--- config.mk ---
export PLATFORM = sky130hd
export DESIGN_NAME = imu_bias_calibrate_yaw_integrate_unit
export DESIGN_NICKNAME = d
export VERILOG_FILES = /design/src/rtl/imuyaw_pkg.sv /design/src/rtl/imu_bias_calibrate_yaw_integrate_unit.sv /design/src/rtl/imuyaw_div.sv /design/src/rtl/imuyaw_ctrl.sv /design/src/rtl/imuyaw_dp.sv
export SDC_FILE = /design/constraint.sdc
export NUM_CORES = 2
export LEC_CHECK = 0
export ABC_AREA = 1
export BUFFER_PORTS_ARGS = -buffer_cell sky130_fd_sc_hd__buf_2
export CAP_MARGIN = 30
export CELL_PAD_IN_SITES_DETAIL_PLACEMENT = 2
export CELL_PAD_IN_SITES_GLOBAL_PLACEMENT = 2
export CORE_MARGIN = 5
export CORE_UTILIZATION = 35
export DETAILED_ROUTE_END_ITERATION = 16
export GPL_TIMING_DRIVEN = 0
export MAX_ROUTING_LAYER = met4
export PLACE_DENSITY_LB_ADDON = 0.12
export SETUP_SLACK_MARGIN = 0.15
export SYNTH_ARGS = -nofsm -noshare
export SYNTH_HDL_FRONTEND = slang
export SYNTH_SLANG_ARGS = --single-unit
--- constraint.sdc ---
create_clock -name clk -period 10.55 [get_ports clk]
set_input_delay 0.5275 -clock clk [delete_from_list [all_inputs] [get_ports clk]]
set_output_delay 0.5275 -clock clk [all_outputs]
set_load 0.02 [all_outputs]
--- src/rtl/imuyaw_pkg.sv ---
// ----------------------------------------------------------------------------
// imuyaw_pkg
// shared types and constants for the imu bias calibration and yaw integration
// block: word layouts, command and register codes, controller states
// ----------------------------------------------------------------------------
package imuyaw_pkg;

	localparam int NUM_AXES   = 6;
	localparam int NUM_PAIRS  = NUM_AXES / 2;
	localparam int PAIR_W     = $clog2(NUM_PAIRS);
	localparam int AXIS_W     = 16;
	localparam int SUM_W      = 32;
	localparam int YAW_W      = 32;
	localparam int CNT_W      = 11;
	localparam int DB_W       = 15;
	localparam int DIVISOR_W  = 20;
	localparam int GAIN_W     = 16;
	localparam int STEP_W     = 8;
	localparam int CMD_W      = 2;
	localparam int CFG_IDX_W  = 2;
	localparam int CFG_DATA_W = 20;
	localparam int DIV_CNT_W  = $clog2(YAW_W + 1);
	localparam int DELTA_W    = AXIS_W + STEP_W + 1;
	localparam int PROD_W     = YAW_W + GAIN_W;

	// command codes, the unused code acts as a sample
	localparam logic [CMD_W-1:0] CMD_SAMPLE    = 2'd0;
	localparam logic [CMD_W-1:0] CMD_RESET_REL = 2'd1;
	localparam logic [CMD_W-1:0] CMD_START_CAL = 2'd2;

	// configuration register indexes
	localparam logic [CFG_IDX_W-1:0] REG_DEADBAND = 2'd0;
	localparam logic [CFG_IDX_W-1:0] REG_DIVISOR  = 2'd1;
	localparam logic [CFG_IDX_W-1:0] REG_GAIN     = 2'd2;

	localparam logic [DB_W-1:0]             DEADBAND_RST = 15'd19;
	localparam logic [DIVISOR_W-1:0]        DIVISOR_RST  = 20'd131000;
	localparam logic signed [GAIN_W-1:0]    GAIN_RST     = 16'sd1;

	typedef struct packed {
		logic [CMD_W-1:0]         cmd;
		logic signed [AXIS_W-1:0] accel_x_raw;
		logic signed [AXIS_W-1:0] accel_y_raw;
		logic signed [AXIS_W-1:0] accel_z_raw;
		logic signed [AXIS_W-1:0] gyro_x_raw;
		logic signed [AXIS_W-1:0] gyro_y_raw;
		logic signed [AXIS_W-1:0] gyro_z_raw;
		logic [STEP_W-1:0]        step_time;
	} sample_t;

	typedef struct packed {
		logic signed [AXIS_W-1:0] accel_x_out;
		logic signed [AXIS_W-1:0] accel_y_out;
		logic signed [AXIS_W-1:0] accel_z_out;
		logic signed [AXIS_W-1:0] gyro_x_out;
		logic signed [AXIS_W-1:0] gyro_y_out;
		logic signed [AXIS_W-1:0] gyro_z_out;
		logic signed [YAW_W-1:0]  relative_yaw;
		logic signed [YAW_W-1:0]  relative_yaw_scaled;
		logic signed [AXIS_W-1:0] absolute_yaw_low;
		logic                     calibrating;
	} result_t;

	typedef enum logic [3:0] {
		ST_IDLE,
		ST_UPDATE,
		ST_CAL_START,
		ST_CAL_WAIT,
		ST_CORR,
		ST_INTEG,
		ST_YDIV_START,
		ST_YDIV_WAIT,
		ST_OUT
	} state_t;

	// controller to datapath
	typedef struct packed {
		logic load_item;
		logic update;
		logic cal_start;
		logic cal_write;
		logic corr;
		logic integ;
		logic ydiv_start;
		logic ydiv_write;
		logic out_load;
	} dp_cmd_t;

	// datapath to controller
	typedef struct packed {
		logic cal_div;
		logic div_done;
		logic out_free;
	} dp_status_t;

endpackage

--- src/rtl/imu_bias_calibrate_yaw_integrate_unit.sv ---
// ----------------------------------------------------------------------------
// imu_bias_calibrate_yaw_integrate_unit
// six-axis bias calibration and yaw integration for one imu sample stream
// ----------------------------------------------------------------------------
//
//  channel   direction  handshake                    payload
//  sample    in         sample_valid / sample_ready  sample_t (cmd, 6 axes, step)
//  result    out        result_valid / result_ready  result_t (6 axes, yaw, flag)
//  config    in         cfg_we (no wait)             cfg_index, cfg_data
//
//  one word at a time; a normal word passes state update, axis correction, yaw
//    integration and the two 32-step serial dividers that scale both yaw sums
//  the word that ends a calibration run adds three offset division rounds,
//    run on the same two dividers
//  result sits in an output register: the next word is accepted while it waits
//  a stalled result only holds the controller in its final state
//  reset clears offsets, sums, counters and both yaw accumulators at once
//
module imu_bias_calibrate_yaw_integrate_unit #(
	parameter int CALIB_SAMPLES = 256,
	parameter int CALIB_DISCARD = 16
) (
	input  logic                                  clk,
	input  logic                                  arst_n,
	// sample words
	input  logic                                  sample_valid,
	output logic                                  sample_ready,
	input  imuyaw_pkg::sample_t                   sample,
	// result words
	output logic                                  result_valid,
	input  logic                                  result_ready,
	output imuyaw_pkg::result_t                   result,
	// configuration writes, only while idle
	input  logic                                  cfg_we,
	input  logic [imuyaw_pkg::CFG_IDX_W-1:0]      cfg_index,
	input  logic [imuyaw_pkg::CFG_DATA_W-1:0]     cfg_data
);
	import imuyaw_pkg::*;

	dp_cmd_t     dp_cmd;
	dp_status_t  dp_status;

	// sequencer: one state per step of a word
	imuyaw_ctrl u_ctrl (
		.clk          (clk),
		.arst_n       (arst_n),
		.sample_valid (sample_valid),
		.sample_ready (sample_ready),
		.status       (dp_status),
		.cmd          (dp_cmd)
	);

	// datapath: offsets, sums, accumulators, dividers, result register
	imuyaw_dp #(
		.CALIB_SAMPLES (CALIB_SAMPLES),
		.CALIB_DISCARD (CALIB_DISCARD)
	) u_dp (
		.clk          (clk),
		.arst_n       (arst_n),
		.cmd          (dp_cmd),
		.status       (dp_status),
		.sample       (sample),
		.cfg_we       (cfg_we),
		.cfg_index    (cfg_index),
		.cfg_data     (cfg_data),
		.result_valid (result_valid),
		.result_ready (result_ready),
		.result       (result)
	);

endmodule

--- src/rtl/imuyaw_div.sv ---
// ----------------------------------------------------------------------------
// imuyaw_div
// serial signed divider: signed dividend over a nonzero unsigned divisor,
// one quotient bit per cycle, quotient truncated toward zero
// ----------------------------------------------------------------------------
module imuyaw_div (
	input  logic                                    clk,
	input  logic                                    arst_n,
	input  logic                                    start,
	input  logic signed [imuyaw_pkg::YAW_W-1:0]     dividend,
	input  logic [imuyaw_pkg::DIVISOR_W-1:0]        divisor,
	output logic                                    done,
	output logic signed [imuyaw_pkg::YAW_W-1:0]     quotient
);
	import imuyaw_pkg::*;

	logic                  busy_q;
	logic                  done_q;
	logic [DIV_CNT_W-1:0]  cnt_q;
	logic                  neg_q;
	logic [DIVISOR_W-1:0]  rem_q;
	logic [DIVISOR_W-1:0]  dsr_q;
	logic [YAW_W-1:0]      quo_q;
	logic [DIVISOR_W:0]    trial_w;
	logic [DIVISOR_W:0]    diff_w;
	logic                  fits_w;

	assign trial_w = {rem_q, quo_q[YAW_W-1]};
	assign diff_w  = trial_w - {1'b0, dsr_q};
	assign fits_w  = trial_w >= {1'b0, dsr_q};

	always_ff @(posedge clk or negedge arst_n) begin
		if (!arst_n) begin
			busy_q <= 1'b0;
			done_q <= 1'b0;
			cnt_q  <= '0;
		end else begin
			done_q <= 1'b0;
			if (start) begin
				busy_q <= 1'b1;
				cnt_q  <= DIV_CNT_W'(YAW_W);
			end else if (busy_q) begin
				cnt_q <= cnt_q - 1'b1;
				if (cnt_q == DIV_CNT_W'(1)) begin
					busy_q <= 1'b0;
					done_q <= 1'b1;
				end
			end
		end
	end

	// magnitude in, sign restored at the end
	always_ff @(posedge clk) begin
		if (start) begin
			neg_q <= dividend[YAW_W-1];
			quo_q <= dividend[YAW_W-1] ? YAW_W'(-dividend) : YAW_W'(dividend);
			rem_q <= '0;
			dsr_q <= divisor;
		end else if (busy_q) begin
			rem_q <= fits_w ? diff_w[DIVISOR_W-1:0] : trial_w[DIVISOR_W-1:0];
			quo_q <= {quo_q[YAW_W-2:0], fits_w};
		end
	end

	assign done     = done_q;
	assign quotient = neg_q ? signed'(-quo_q) : signed'(quo_q);

endmodule

--- src/rtl/imuyaw_ctrl.sv ---
// ----------------------------------------------------------------------------
// imuyaw_ctrl
// sequencer for one word: state update, optional offset divisions, axis
// correction, yaw integration, yaw divisions, result load
// ----------------------------------------------------------------------------
module imuyaw_ctrl (
	input  logic                     clk,
	input  logic                     arst_n,
	input  logic                     sample_valid,
	output logic                     sample_ready,
	input  imuyaw_pkg::dp_status_t   status,
	output imuyaw_pkg::dp_cmd_t      cmd
);
	import imuyaw_pkg::*;

	localparam logic [PAIR_W-1:0] LAST_PAIR = PAIR_W'(NUM_PAIRS - 1);

	state_t             state_q;
	state_t             state_d;
	logic [PAIR_W-1:0]  pair_q;

	always_ff @(posedge clk or negedge arst_n) begin
		if (!arst_n) begin
			state_q <= ST_IDLE;
			pair_q  <= '0;
		end else begin
			state_q <= state_d;
			if (cmd.update) begin
				pair_q <= '0;
			end else if (cmd.cal_write) begin
				pair_q <= pair_q + 1'b1;
			end
		end
	end

	always_comb begin
		state_d = state_q;
		unique case (state_q)
			ST_IDLE: begin
				if (sample_valid) state_d = ST_UPDATE;
			end
			ST_UPDATE: begin
				state_d = status.cal_div ? ST_CAL_START : ST_CORR;
			end
			ST_CAL_START: begin
				state_d = ST_CAL_WAIT;
			end
			ST_CAL_WAIT: begin
				if (status.div_done) state_d = (pair_q == LAST_PAIR) ? ST_CORR : ST_CAL_START;
			end
			ST_CORR: begin
				state_d = ST_INTEG;
			end
			ST_INTEG: begin
				state_d = ST_YDIV_START;
			end
			ST_YDIV_START: begin
				state_d = ST_YDIV_WAIT;
			end
			ST_YDIV_WAIT: begin
				if (status.div_done) state_d = ST_OUT;
			end
			ST_OUT: begin
				if (status.out_free) state_d = ST_IDLE;
			end
			default: begin
				state_d = ST_IDLE;
			end
		endcase
	end

	always_comb begin
		cmd          = '0;
		sample_ready = 1'b0;
		unique case (state_q)
			ST_IDLE: begin
				sample_ready  = 1'b1;
				cmd.load_item = sample_valid;
			end
			ST_UPDATE:     cmd.update     = 1'b1;
			ST_CAL_START:  cmd.cal_start  = 1'b1;
			ST_CAL_WAIT:   cmd.cal_write  = status.div_done;
			ST_CORR:       cmd.corr       = 1'b1;
			ST_INTEG:      cmd.integ      = 1'b1;
			ST_YDIV_START: cmd.ydiv_start = 1'b1;
			ST_YDIV_WAIT:  cmd.ydiv_write = status.div_done;
			ST_OUT:        cmd.out_load   = status.out_free;
			default: begin
				cmd = '0;
			end
		endcase
	end

endmodule

--- src/rtl/imuyaw_dp.sv ---
// ----------------------------------------------------------------------------
// imuyaw_dp
// datapath: configuration registers, calibration sums and offsets, yaw
// accumulators, two serial dividers, result register
// ----------------------------------------------------------------------------
module imuyaw_dp #(
	parameter int CALIB_SAMPLES = 256,
	parameter int CALIB_DISCARD = 16
) (
	input  logic                                   clk,
	input  logic                                   arst_n,
	input  imuyaw_pkg::dp_cmd_t                    cmd,
	output imuyaw_pkg::dp_status_t                 status,
	input  imuyaw_pkg::sample_t                    sample,
	input  logic                                   cfg_we,
	input  logic [imuyaw_pkg::CFG_IDX_W-1:0]       cfg_index,
	input  logic [imuyaw_pkg::CFG_DATA_W-1:0]      cfg_data,
	output logic                                   result_valid,
	input  logic                                   result_ready,
	output imuyaw_pkg::result_t                    result
);
	import imuyaw_pkg::*;

	localparam int                    AVG_N     = CALIB_SAMPLES - CALIB_DISCARD;
	localparam bit                    HAS_AVG   = AVG_N > 0;
	localparam logic [CNT_W-1:0]      DISCARD_C = CNT_W'(CALIB_DISCARD);
	localparam logic [CNT_W-1:0]      SAMPLES_C = CNT_W'(CALIB_SAMPLES);
	localparam logic [DIVISOR_W-1:0]  AVG_DIV   = DIVISOR_W'(HAS_AVG ? AVG_N : 1);

	// configuration
	logic [DB_W-1:0]             deadband_q;
	logic [DIVISOR_W-1:0]        divisor_q;
	logic signed [GAIN_W-1:0]    gain_q;

	// per-word state
	sample_t                     item_q;
	logic signed [AXIS_W-1:0]    raw_w [NUM_AXES];
	logic signed [AXIS_W-1:0]    corr_q [NUM_AXES];
	logic signed [AXIS_W-1:0]    offsets_q [NUM_AXES];
	logic signed [SUM_W-1:0]     sums_q [NUM_AXES];
	logic [CNT_W-1:0]            count_q;
	logic [CNT_W-1:0]            count_inc_w;
	logic                        active_q;
	logic [YAW_W-1:0]            rel_raw_q;
	logic [YAW_W-1:0]            abs_raw_q;
	logic signed [YAW_W-1:0]     rel_q;
	logic signed [AXIS_W-1:0]    abs_low_q;

	logic                        is_sample_w;
	logic                        run_end_w;
	logic signed [AXIS_W:0]      gz_ext_w;
	logic signed [AXIS_W:0]      db_ext_w;
	logic                        past_db_w;
	logic signed [DELTA_W-1:0]   delta_w;
	logic [YAW_W-1:0]            delta_ext_w;
	logic                        integ_en_w;

	logic                        div_start_w;
	logic signed [YAW_W-1:0]     dvd0_w;
	logic signed [YAW_W-1:0]     dvd1_w;
	logic [DIVISOR_W-1:0]        dsr_w;
	logic [DIVISOR_W-1:0]        eff_div_w;
	logic                        done0_w;
	logic                        done1_w;
	logic signed [YAW_W-1:0]     quo0_w;
	logic signed [YAW_W-1:0]     quo1_w;

	logic signed [PROD_W-1:0]    prod_w;
	logic                        result_valid_q;
	result_t                     result_q;

	// config writes
	always_ff @(posedge clk or negedge arst_n) begin
		if (!arst_n) begin
			deadband_q <= DEADBAND_RST;
			divisor_q  <= DIVISOR_RST;
			gain_q     <= GAIN_RST;
		end else if (cfg_we) begin
			unique case (cfg_index)
				REG_DEADBAND: deadband_q <= cfg_data[DB_W-1:0];
				REG_DIVISOR:  divisor_q  <= cfg_data[DIVISOR_W-1:0];
				REG_GAIN:     gain_q     <= signed'(cfg_data[GAIN_W-1:0]);
				default: begin
				end
			endcase
		end
	end

	always_ff @(posedge clk) begin
		if (cmd.load_item) item_q <= sample;
	end

	assign raw_w[0] = item_q.accel_x_raw;
	assign raw_w[1] = item_q.accel_y_raw;
	assign raw_w[2] = item_q.accel_z_raw;
	assign raw_w[3] = item_q.gyro_x_raw;
	assign raw_w[4] = item_q.gyro_y_raw;
	assign raw_w[5] = item_q.gyro_z_raw;

	assign is_sample_w = (item_q.cmd != CMD_START_CAL) && (item_q.cmd != CMD_RESET_REL);
	assign count_inc_w = count_q + 1'b1;
	assign run_end_w   = is_sample_w && active_q && (count_inc_w >= SAMPLES_C);

	assign status.cal_div  = run_end_w && HAS_AVG;
	assign status.div_done = done0_w;
	assign status.out_free = !result_valid_q || result_ready;

	// calibration state; offsets and sums shift by one pair per division round
	always_ff @(posedge clk or negedge arst_n) begin
		if (!arst_n) begin
			count_q  <= '0;
			active_q <= 1'b0;
			for (int i = 0; i < NUM_AXES; i++) begin
				sums_q[i]    <= '0;
				offsets_q[i] <= '0;
			end
		end else if (cmd.update) begin
			if (item_q.cmd == CMD_START_CAL) begin
				count_q  <= '0;
				active_q <= 1'b1;
				for (int i = 0; i < NUM_AXES; i++) sums_q[i] <= '0;
			end else if (is_sample_w && active_q) begin
				if (count_q >= DISCARD_C) begin
					for (int i = 0; i < NUM_AXES; i++) begin
						sums_q[i] <= sums_q[i] + SUM_W'(raw_w[i]);
					end
				end
				count_q <= count_inc_w;
				if (run_end_w) begin
					active_q <= 1'b0;
					if (!HAS_AVG) begin
						for (int i = 0; i < NUM_AXES; i++) offsets_q[i] <= '0;
					end
				end
			end
		end else if (cmd.cal_write) begin
			for (int i = 0; i < NUM_AXES - 2; i++) begin
				sums_q[i]    <= sums_q[i+2];
				offsets_q[i] <= offsets_q[i+2];
			end
			offsets_q[NUM_AXES-2] <= quo0_w[AXIS_W-1:0];
			offsets_q[NUM_AXES-1] <= quo1_w[AXIS_W-1:0];
		end
	end

	// offset correction, 16-bit wrap
	always_ff @(posedge clk) begin
		if (cmd.corr) begin
			for (int i = 0; i < NUM_AXES; i++) corr_q[i] <= raw_w[i] - offsets_q[i];
		end
	end

	// deadband and integration step
	assign gz_ext_w    = (AXIS_W + 1)'(corr_q[NUM_AXES-1]);
	assign db_ext_w    = signed'({2'b00, deadband_q});
	assign past_db_w   = (gz_ext_w > db_ext_w) || (gz_ext_w < -db_ext_w);
	assign delta_w     = corr_q[NUM_AXES-1] * signed'({1'b0, item_q.step_time});
	assign delta_ext_w = YAW_W'(delta_w);
	assign integ_en_w  = cmd.integ && is_sample_w && !active_q && past_db_w;

	always_ff @(posedge clk or negedge arst_n) begin
		if (!arst_n) begin
			rel_raw_q <= '0;
			abs_raw_q <= '0;
		end else if (cmd.update && item_q.cmd == CMD_RESET_REL) begin
			rel_raw_q <= '0;
		end else if (integ_en_w) begin
			rel_raw_q <= rel_raw_q + delta_ext_w;
			abs_raw_q <= abs_raw_q + delta_ext_w;
		end
	end

	// divider operands: offset averages or yaw scaling
	assign eff_div_w   = (divisor_q == '0) ? DIVISOR_W'(1) : divisor_q;
	assign div_start_w = cmd.cal_start || cmd.ydiv_start;
	assign dvd0_w      = cmd.cal_start ? sums_q[0] : signed'(rel_raw_q);
	assign dvd1_w      = cmd.cal_start ? sums_q[1] : signed'(abs_raw_q);
	assign dsr_w       = cmd.cal_start ? AVG_DIV : eff_div_w;

	imuyaw_div u_div0 (
		.clk      (clk),
		.arst_n   (arst_n),
		.start    (div_start_w),
		.dividend (dvd0_w),
		.divisor  (dsr_w),
		.done     (done0_w),
		.quotient (quo0_w)
	);

	imuyaw_div u_div1 (
		.clk      (clk),
		.arst_n   (arst_n),
		.start    (div_start_w),
		.dividend (dvd1_w),
		.divisor  (dsr_w),
		.done     (done1_w),
		.quotient (quo1_w)
	);

	always_ff @(posedge clk) begin
		if (cmd.ydiv_write && done1_w) begin
			rel_q     <= quo0_w;
			abs_low_q <= quo1_w[AXIS_W-1:0];
		end
	end

	// result register
	assign prod_w = rel_q * gain_q;

	always_ff @(posedge clk or negedge arst_n) begin
		if (!arst_n) begin
			result_valid_q <= 1'b0;
		end else if (cmd.out_load) begin
			result_valid_q <= 1'b1;
		end else if (result_ready) begin
			result_valid_q <= 1'b0;
		end
	end

	always_ff @(posedge clk) begin
		if (cmd.out_load) begin
			result_q.accel_x_out         <= corr_q[0];
			result_q.accel_y_out         <= corr_q[1];
			result_q.accel_z_out         <= corr_q[2];
			result_q.gyro_x_out          <= corr_q[3];
			result_q.gyro_y_out          <= corr_q[4];
			result_q.gyro_z_out          <= corr_q[5];
			result_q.relative_yaw        <= rel_q;
			result_q.relative_yaw_scaled <= prod_w[YAW_W-1:0];
			result_q.absolute_yaw_low    <= abs_low_q;
			result_q.calibrating         <= active_q;
		end
	end

	assign result_valid = result_valid_q;
	assign result       = result_q;

endmodule

==> key figures <==
Outcome
  • Outcome: finished, final reports clean

Synth
  • Netlist cell types: 54
  • Synth Area in Adders: 19.4%
  • Predominant post-synthesis flop cell: edfxtp_1
  • Xor-xnor portion of the synthesized cell area: 3.41%
  • Synth area leaders: edfxtp_1 19%, dfrtp_1 13%, nand2_1 12%
  • Flops & latches, synth: 991
  • Post-synthesis mux area share: 0%
  • Top-count cell post-synth: nand2_1
  • Area leader, netlist: edfxtp_1
  • Area share of and/or/nand/nor cells after synthesis: 21.7%
  • Post-synthesis compound-gate area fraction: 12.1%
  • Top cell type's share of synthesized area: 19.3%
  • Average footprint of a synthesized cell: 7.83 um^2
  • Register area share after synthesis: 34.0%
  • Main combinational cell family by area after synthesis: simple AND/OR/NAND/NOR gates
  • Most common library cells after synthesis: 2602 x nand2_1, 1661 x inv_1, 801 x a21oi_1
  • EDFF count, synth: 513
  • Syn Inst Count: 10198
  • Syn_nets: 11318
  • Fraction of registers with async set/reset: 44.2%
  • Syn. warnings: 0
  • Post-synthesis cell area: 79900 um^2

Setup path
  • Delay of the slowest critical-path stage: 640 ps
  • Most used cell, CP: nand2_1
  • Critical path capture point type: flop
  • CP startpoint: u_dp.item_q[1]$_DFFE_PP_
  • Worst-path maximum fanout: 15
  • R2R cell count: 31
  • Worst reg2reg setup slack: 2470 ps
  • Critical path's slowest cell: ha_1
  • Signal arrival time at the worst endpoint: 8760 ps
  • R2r endpoint: u_dp.abs_raw_q[31]$_DFFE_PN0P_
  • CP Class: reg2reg
  • CP startpoint kind: flop
  • CP Data Required Time: 11230 ps
  • Worst R2R Start: u_dp.item_q[1]$_DFFE_PP_

Clock network
  • Cts bufs inserted: 132
  • Worst skew pair latency: 810 ps
  • Clk pin slew, worst setup/hold paths: 60 ps
  • CTS sink count: 991
  • CTS HTree Levels: 4
  • Clk root buf: clkbuf_16
  • TritonCTS clock tree: done
  • Max Root-Sink Buffers: 3

Floorplanning
  • Starting Density: 35.1%
  • I/O Pins: 312
  • Chip width: 488 um
  • Core ar.: 227000 um^2
  • Full die area: 238000 um^2
  • Rows: 175
  • Die height: 488 um

Run
  • Max cap viols: 0

STA
  • Minimum clock period: 8080 ps
  • Actual slew at the worst max-slew pin: 1150 ps
  • Final setup vio count: 0
  • Clock skew after layout: 47.2 ps
  • Fin crit share: 76.5%
  • Fmax: 0.124 GHz
  • Final Max Slew Viols: 0
  • Hold WS: 46.6 ps
  • Worst slew margin: 22.6%
  • Final Hold Viols: 0
  • RSZ-0062 raised after global routing: false

Placement
  • HPWL Detailed: 306000 um
  • GP Congestion: 0.957
  • Placed insts: 13545
  • I/O Buffers: 311

Routing
  • Post-route DRC violation count: 0
  • Via/cell ratio: 5.36
  • WL final: 367000 um
  • Wire per inst: 26.4 um
  • Routed via count: 74619
  • First-pass DRT Iterations: 6
  • 1st-iter DRT viols: 4141
  • Antenna Nets Post-Route: 0

Global route
  • First-pass GRT wire length: 541000 um
  • Initial antenna violation count: 21
  • Pin count of the biggest net entering global routing: 101
  • GRT Total Usage: 31.2%
  • Vias in the first global route: 81923
  • Grt total ovfl: 0

Power and ir drop
  • Power Total: 14.7 mW
  • PD cells: 160 nW/um^2
  • P_leak: 45.2 nW
  • Max VDD drop: 0.278 mV

Hold path
  • Hold Path Sink: u_dp.divisor_q[15]$_DFFE_PN1P_
  • Hold wc startpoint: cfg_data[15]
  • Hold Path Depth: 3
  • Worst Hold Class: in2reg

Layout
  • Final core utilization: 40.3%
  • Share of cells above drive strength 1: 6.90%
  • Layout Cells excl Fill: 13920
  • Final net count: 11909
  • Area Growth Syn to Fin: 14.6%
## timing repair
item | in CTS | in global routing
endpoints found under the setup margin | 0 | 0
buffers inserted | 0 | 0
gates resized for setup | 0 | 0
hold buffers | 112 | 0
hold endpoints to repair | 187 | 0
## critical path: cells and delay by family (launching register included)
kind / cells / cell delay [ps]
adder cells (fa/ha/maj): 6 / 3190
flip-flops: 1 / 330
AND/OR/NAND/NOR: 17 / 2920
buffers and inverters: 8 / 1510
## flip-flops by register name, summed over array words and instances (netlist names), 32 cells and up
| register | cells |
|---|---|
| u_dp.abs_raw_q | 32 |
| u_dp.item_q | 106 |
| u_dp.u_div0.quo_q | 32 |
| u_dp.u_div1.quo_q | 32 |
| u_dp.offsets_q | 96 |
| u_dp.rel_q | 32 |
| u_dp.corr_q | 96 |
| u_dp.sums_q | 192 |
| u_dp.rel_raw_q | 32 |
| u_dp.result | 96 |
| result | 81 |
## report_power, final
group | internal, mW | leakage (nW) | switching [mW]
Sequential | 4.33 | 10.9 | 0.0338
Clock | 2.74 | 2.19 | 2.02
Combinational | 2.04 | 32.1 | 3.53
## cell families (layout without fill, tap and decap cells)
family          after synthesis  in the layout
buf+inv                    1952           2653
flops                       991            991
other cells                   0             12
compound gates             1779           1779
xor+xnor                    311            311
fa+ha+maj                   987            987
simple gates               4178           4178
## cell usage in the layout (no fill, tap or decap), types with 36 or more instances in the layout
cell type / netlist / routed
a21o_1: 53 / 53
xnor2_1: 121 / 121
nor2_1: 695 / 691
a22oi_1: 36 / 36
nand4_1: 118 / 118
edfxtp_1: 513 / 513
o21ai_0: 623 / 623
clkbuf_16: 0 / 133
nand3b_1: 61 / 61
nor3_1: 100 / 100
nand2_1: 2602 / 2600
fa_1: 422 / 422
a21oi_1: 801 / 801
inv_1: 1661 / 1661
ha_1: 565 / 565
dlygate4sd3_1: 0 / 112
buf_2: 56 / 366
clkbuf_1: 178 / 200
dfxtp_1: 40 / 40
dfrtp_1: 421 / 421
o211ai_1: 41 / 41
xor2_1: 190 / 190
o21ai_1: 46 / 46
o21bai_1: 41 / 41
nand3_1: 482 / 482
## per-stage QoR
stage / area (um^2) / setup TNS (ps) / setup slack (ps)
detailed placement: 85800 / 0 / 2570
floorplan: 79900 / 0 / 1680
CTS: 91400 / 0 / 2510
finish: 91500 / 0 / 2470
global route: 91500 / 0 / 2110
global placement: 85200 / -1174260 / -3560
## metal layers
metal | vias to the layer above | wire length [um] | share of wire (%) | GRT usage, %
met5 | - | 0 | 0 | -
li1 | 34243 | - | - | -
met2 | 1389 | 179000 | 49 | 53.0
met3 | 492 | 12300 | 3.3 | 2.87
met1 | 38495 | 162000 | 44 | 39.3
met4 | 0 | 14400 | 3.9 | 10.6
## area by class of cell
cell class / instances / area, um^2
Tap cell: 3009 / 3760
Inverter: 1677 / 6290
Multi-Input combinational cell: 7255 / 45200
Sequential cell: 991 / 27200
Clock inverter: 79 / 891
Timing Repair Buffer: 457 / 3370
Antenna cell: 12 / 30.0
Buffer: 275 / 1210
Fill cell: 26044 / 136000
Clock buffer: 165 / 3550
## worst max path at each step
stage	to	slack [ps]	depth (start not counted)
floorplan	result[100]$_DFFE_PP_	1680	5
global placement	result[125]$_DFFE_PP_	-3560	5
detailed placement	u_dp.rel_raw_q[22]$_DFFE_PN0P_	2570	32
CTS	u_dp.rel_raw_q[22]$_DFFE_PN0P_	2510	32
global route	u_dp.abs_raw_q[31]$_DFFE_PN0P_	2110	32
finish	u_dp.abs_raw_q[31]$_DFFE_PN0P_	2470	31
Note: power is estimated with default switching activity, not from simulation.
